--- src/design/ncdb_pkg.sv ---
`timescale 1ns / 1ps

package ncdb_pkg;

  localparam int FEAT_W    = 16;
  localparam int CENT_W    = 48;
  localparam int DSQ_W     = 34;
  localparam int WCSS_W    = 63;
  localparam int DB_W      = 32;
  localparam int SCAT_W    = 40;
  localparam int AVG_W     = 48;
  localparam int RAD_W     = 50;
  localparam int ROOT_W    = 25;
  localparam int NUM_W     = 64;
  localparam int DEN_W     = 25;
  localparam int FLOOR_W   = 16;
  localparam int CNT_CFG_W = 5;

  typedef enum logic [1:0] {
    MODE_LOAD   = 2'd0,
    MODE_POINT  = 2'd1,
    MODE_FINISH = 2'd2,
    MODE_NONE   = 2'd3
  } mode_t;

  localparam logic [2:0] ST_LOADED   = 3'd0;
  localparam logic [2:0] ST_ASSIGNED = 3'd1;
  localparam logic [2:0] ST_METRICS  = 3'd2;
  localparam logic [2:0] ST_EMPTY    = 3'd3;
  localparam logic [2:0] ST_BAD_SLOT = 3'd4;

  localparam logic [0:0] REG_CLUSTER_COUNT    = 1'b0;
  localparam logic [0:0] REG_SEPARATION_FLOOR = 1'b1;

  typedef struct packed {
    mode_t             mode;
    logic [3:0]        cluster_index;
    logic [FEAT_W-1:0] feature_c;
    logic [FEAT_W-1:0] feature_b;
    logic [FEAT_W-1:0] feature_a;
  } item_t;

  typedef struct packed {
    logic [2:0]        status;
    logic [3:0]        label;
    logic [DSQ_W-1:0]  distance_sq;
    logic [WCSS_W-1:0] wcss;
    logic [DB_W-1:0]   davies_bouldin;
  } res_t;

  typedef struct packed {
    logic [CNT_CFG_W-1:0] cluster_count;
    logic [FLOOR_W-1:0]   separation_floor;
  } cfg_t;

endpackage

--- src/design/ncdb_front.sv ---
`timescale 1ns / 1ps

module ncdb_front (
  input  logic          clk,
  input  logic          rst_n,
  input  logic          in_valid,
  output logic          in_ready,
  input  ncdb_pkg::item_t in_item,
  output logic          item_valid,
  output ncdb_pkg::item_t item,
  input  logic          item_pop
);

  ncdb_pkg::item_t q_r [2];
  logic            wr_ptr_r;
  logic            rd_ptr_r;
  logic [1:0]      count_r;
  logic            push;
  logic            pop;

  assign in_ready   = (count_r != 2'd2);
  assign push       = in_valid && in_ready && (in_item.mode != ncdb_pkg::MODE_NONE);
  assign item_valid = (count_r != 2'd0);
  assign item       = q_r[rd_ptr_r];
  assign pop        = item_pop && item_valid;

  always_ff @(posedge clk) begin
    if (push) begin
      q_r[wr_ptr_r] <= in_item;
    end
  end

  always_ff @(posedge clk) begin
    if (!rst_n) begin
      wr_ptr_r <= 1'b0;
      rd_ptr_r <= 1'b0;
      count_r  <= 2'd0;
    end else begin
      if (push) begin
        wr_ptr_r <= ~wr_ptr_r;
      end
      if (pop) begin
        rd_ptr_r <= ~rd_ptr_r;
      end
      unique case ({push, pop})
        2'b10:   count_r <= count_r + 2'd1;
        2'b01:   count_r <= count_r - 2'd1;
        default: count_r <= count_r;
      endcase
    end
  end

endmodule

--- config.mk ---
export PLATFORM = sky130hd
export DESIGN_NAME = ncdb_front
export DESIGN_NICKNAME = d
export VERILOG_FILES = /design/src/design/ncdb_pkg.sv /design/src/design/ncdb_front.sv
export SDC_FILE = /design/constraint.sdc
export NUM_CORES = 1
export LEC_CHECK = 0
export BUFFER_PORTS_ARGS = -buffer_cell sky130_fd_sc_hd__buf_2
export CORE_MARGIN = 2
export CORE_UTILIZATION = 35
export CTS_CLUSTER_SIZE = 25
export DETAILED_ROUTE_END_ITERATION = 10
export PLACE_DENSITY = 0.57
export SLEW_MARGIN = 10
export SYNTH_ARGS = -nofsm -noshare
export SYNTH_HDL_FRONTEND = slang
export SYNTH_SLANG_ARGS = --single-unit
export TNS_END_PERCENT = 10
--- constraint.sdc ---
create_clock -name clk -period 6.8 [get_ports clk]
set_input_delay 1.36 -clock clk [delete_from_list [all_inputs] [get_ports clk]]
set_output_delay 1.36 -clock clk [all_outputs]
set_load 0.005 [all_outputs]
* Word-level counts from Yosys, hierarchy flattened *
Memory sizes are Yosys's and may differ from the RTL's. A register that Yosys moved wholly into a read port is not among the register bits.
Index checks and enable logic that the tools add are counted.

cells by class
  equal/unequal tests = 4
  mux-type cells = 5
  bitwise gates (word level) = 2
  reductions and logical operators = 5
  $add $sub $neg = 2

operator list
  operator                                                               number
  1-bit 2-to-1 mux                                                       4
  2-bit != test, second input constant                                   2
  2-bit one-hot mux with 2 select lines                                  1
  2-bit nonzero test                                                     2
  1-bit logical AND                                                      3
  2-bit by 1-bit adder with 2-bit output, second input constant          1
  2-bit by 1-bit equality test with 1-bit output, second input constant  1
  2-bit equality test, second input constant                             1
  1-bit inverter                                                         2
  2-bit by 1-bit subtractor with 2-bit output, second input constant     1

word-level totals
  input port bits = 58
  logic and storage cells = 22
  memories = 1
  RAM bits = 108
  register bits after elaboration = 4
  output and inout bits = 56

memories
  memory  words  width  read ports  clocked after Yosys merged registers in  write ports  line              source
  q_r     2      54     1           1                                        1            ncdb_front.sv:14  ncdb_pkg::item_t q_r [2];

* Longest topological paths before layout *
  word-level depth = 5
  depth in mapped cells = 6

* Worst setup path before layout *
No wires, ideal clock.

  path kind = in2reg
  from = input port in_item[52] (netlist name)
  to = memory q_r[0][0] (netlist name) (enable)
  required time = 6334 ps
  arrival = 3848 ps
  library setup time = 466 ps
  stages on the path = 3
  path slack = 2486 ps
  cells stage by stage = nand2_1 -> nand3_1 -> nor2_1

between the ends
  longest elaborated chain between the ends = 4

RTL lines
  what                                    line              source
  start: declaration                      ncdb_front.sv:8   input ncdb_pkg::item_t in_item,
  2-bit != test                           ncdb_front.sv:22  assign push = in_valid && in_ready && (in_item.mode != ncdb_pkg::MODE_NONE);
  1-bit logical AND                       ncdb_front.sv:22
  1-bit 2-to-1 mux                        ncdb_front.sv:28  if (push) begin
  1-bit 2-to-1 mux (implied by the code)  ncdb_front.sv:29  q_r[wr_ptr_r] <= in_item;
  end: declaration                        ncdb_front.sv:14

No other way between the ends.

==> impl_results.md <==
* Worst Path Required at 5.44 ns
* Post-cts resize count at 0
* CP top delay family: flip-flops
* Met3 WL at 409 µm
* Worst-path fanout max at 29
* Nets at 382
* Clock transition at the registers of the reported paths at 0.05 ns
* Wire length per cell at 15.76 µm
* Crit path largest cell delay at 0.76 ns
* # diodes at 0
* Synth Register Bits at 113
* Crit path DAT at 2.20 ns
* # hold bufs at CTS at 0
* Post-CTS setup buffer count at 0
* # setup viols final at 0
* Final Max Slew Viols at 0
* Largest net degree at the start of global routing at 34
* GP Congestion at 0.6958
* Critical path class: register to primary output
* Minimum clock period at 3.563 ns
* RSZ-0062 raised after global routing: no
* Seq/Total Area, Yosys at 0.8119
* Cell Rows at 39
* I/O Pins at 114
* Vias/cell at 4.491
* Syn_area_per_cell at 21.23 µm²
* Worst-Margin Slew at 0.6684 ns
* Final WS setup at 3.237 ns
* PwrDens at 396.5 nW/µm²
* DP Worst Slack at 3.410 ns
* Setup TNS at 0 ns
* Routed met1 length at 3.366 mm
* Critical path, cell by cell: buf_4, mux2_2, buf_2
* Status: complete, no violations
* Antenna violations before repair at 1
* Cts bufs inserted at 17
* Total grt overflow at 0
* Met2 routed WL at 3.658 mm
* Setup crit end kind: primary output
* Period utilization at 0.5240
* Dpl hpwl at 4.833 mm
* Slew margin rel. at 0.5533
* CTS max path bufs at 2
* Clock Skews at 0.006089 ns
* Htree depth at 4
* Final Hold Fails at 0
* Clock sinks at 113
* Die Wd at 112.5 µm
* Die area at 12650 µm²
* Drc violations at 0
* Highest Clock Rate at 280.7 MHz
* Fill count at 1002
* Total of max-cap violations at 0
* FF+latch area at 3344 µm²
* First-pass GRT wire length at 11.54 mm
* Via count at 2151
* CORE AREA at 11470 µm²
* Peak VDD IR at 0.0001800 V
* Leak Pwr at 2.035 nW
* Post-Syn Instances at 194
* CTS tree: done
* Area occupied by multi-input gates at 755.7 µm²
* Critical path launch point type: register
* Area Overhead vs Synth at 32.76%
* Worst min path class: register to register
* Worst skew pair latency at 0.39 ns
* Clock Tree Root: clkbuf_16
* Max layer used: met5
* Warnings, synthesis at 0
* Detailed Routing Iterations Pass 1 at 4
* Initial DRC count at 83
* Crit path max-delay cell type: dfxtp_2
* Syn Nets at 253
* Die H at 112.5 µm
* Routed Antenna Nets at 0
* Vias in the first global route at 2354
* Post-synthesis instance area at 4118 µm²
* Library cells used by synthesis at 19
* Crit path buffers/inverters at 2
* Initial Util at 0.3591
* Routed wire length at 7.550 mm
* Share of cells above drive strength 1 at 0.6131
* Port bufs at 113
* Gr usage total at 0.1222
## flip-flops by register name, indices dropped and copies added, names as in the netlist, named ones only
signal / count
rd_ptr_r: 1
wr_ptr_r: 1
q_r: 108
count_r: 2
## path summary, 6_finish.rpt
| check | from | end | slack (ns) | cells past startpoint |
|---|---|---|---|---|
| setup / recovery | register | item[11] | 3.24 | 3 |
| hold / removal | wr_ptr_r | wr_ptr_r | 0.51 | 2 |
| setup reg to reg | count_r[0] | q_r[0][33] | 4.43 | 4 |
| hold reg to reg | wr_ptr_r | wr_ptr_r | 0.51 | 2 |
## worst min-delay path: stages, from the launching register on
cell     delay (ns)
dfxtp_1        0.34
nand2_1        0.07
mux2i_1        0.06
## kinds of logic after synthesis
family / synth area share
compound gates: 0.004862
xor+xnor: 0.006382
fa+ha+maj: 0.003038
buf+inv: 0.008204
flops: 0.8119
mux: 0.1501
simple gates: 0.01550
## per-stage QoR
step / hold slack, ns / power, mW / std cells / cell area [µm²] / utilization
final: 0.5136 / 2.167 / 479 / 5466 / 0.4767
after global routing: 0.5579 / 2.262 / 479 / 5466 / 0.4767
after CTS: 0.5187 / 2.197 / 479 / 5466 / 0.4767
after detailed placement: 0.5114 / 1.321 / 447 / 4871 / 0.4248
after global placement: 0.4931 / 1.314 / 447 / 4871 / 0.4248
after floorplan: 0.4514 / 1.144 / 194 / 4118 / -
## power breakdown
group	switching (mW)	internal [mW]	total (mW)	leakage, nW
Sequential	0.0452	0.857	0.903	1.04
Clock	0.298	0.574	0.872	0.282
Combinational	0.178	0.214	0.392	0.711
Total	0.522	1.65	2.17	2.03
## final cells by class
| cell class | count | area share |
|---|---|---|
| flip-flops and latches | 113 | 0.6118 |
| inverters | 1 | 0.0006867 |
| multi-input cells | 74 | 0.1382 |
| well taps | 143 | 0.03273 |
| clock buffers | 18 | 0.07851 |
| clock inverters | 14 | 0.03044 |
| repair buffers | 116 | 0.1076 |
## layer usage
metal  vias up  GRT usage
met5         -          0
met4         2    0.05366
met3        12    0.04104
met2        75     0.2016
met1      1037     0.1467
li1       1025          -
## Yosys cell counts
| cell | count | area, µm² |
|---|---|---|
| edfxtp_1 | 108 | 3243 |
| mux2_2 | 54 | 608.1 |
| buf_2 | 6 | 30.03 |
| dfxtp_1 | 5 | 100.1 |
| nand2_1 | 3 | 11.26 |
| xnor2_1 | 3 | 26.28 |
| nor2_1 | 2 | 7.510 |
| nor2b_1 | 2 | 12.51 |
| a21boi_1 | 1 | 7.510 |
| and2_1 | 1 | 6.260 |
| ha_1 | 1 | 12.51 |
| inv_1 | 1 | 3.750 |
| mux2i_1 | 1 | 10.01 |
| nand2b_2 | 1 | 8.760 |
| nand3_1 | 1 | 5.000 |
| o21a_1 | 1 | 7.510 |
| o21ai_0 | 1 | 5.000 |
| or2_2 | 1 | 6.260 |
| or3_1 | 1 | 6.260 |
## placed cells by master, fill, tap and decap left out
cell and instances:
buf_2 113, edfxtp_1 108, mux2_2 54, clkbuf_16 17, clkinv_2 4, clkinvlp_4 4, dfxtp_1 4, nand2_1 3
xnor2_1 3, clkinv_4 3, bufinv_16 3, buf_4 3, nor2_4 2, nor2b_1 2, o21a_1 1, nand2b_2 1
nand3_1 1, inv_1 1, or2_2 1, and2_1 1, mux2i_1 1, o21ai_0 1, or3_1 1, a21boi_1 1
ha_1 1, dfxtp_2 1, clkbuf_1 1
No activity file was read; power rests on OpenSTA's default activity.
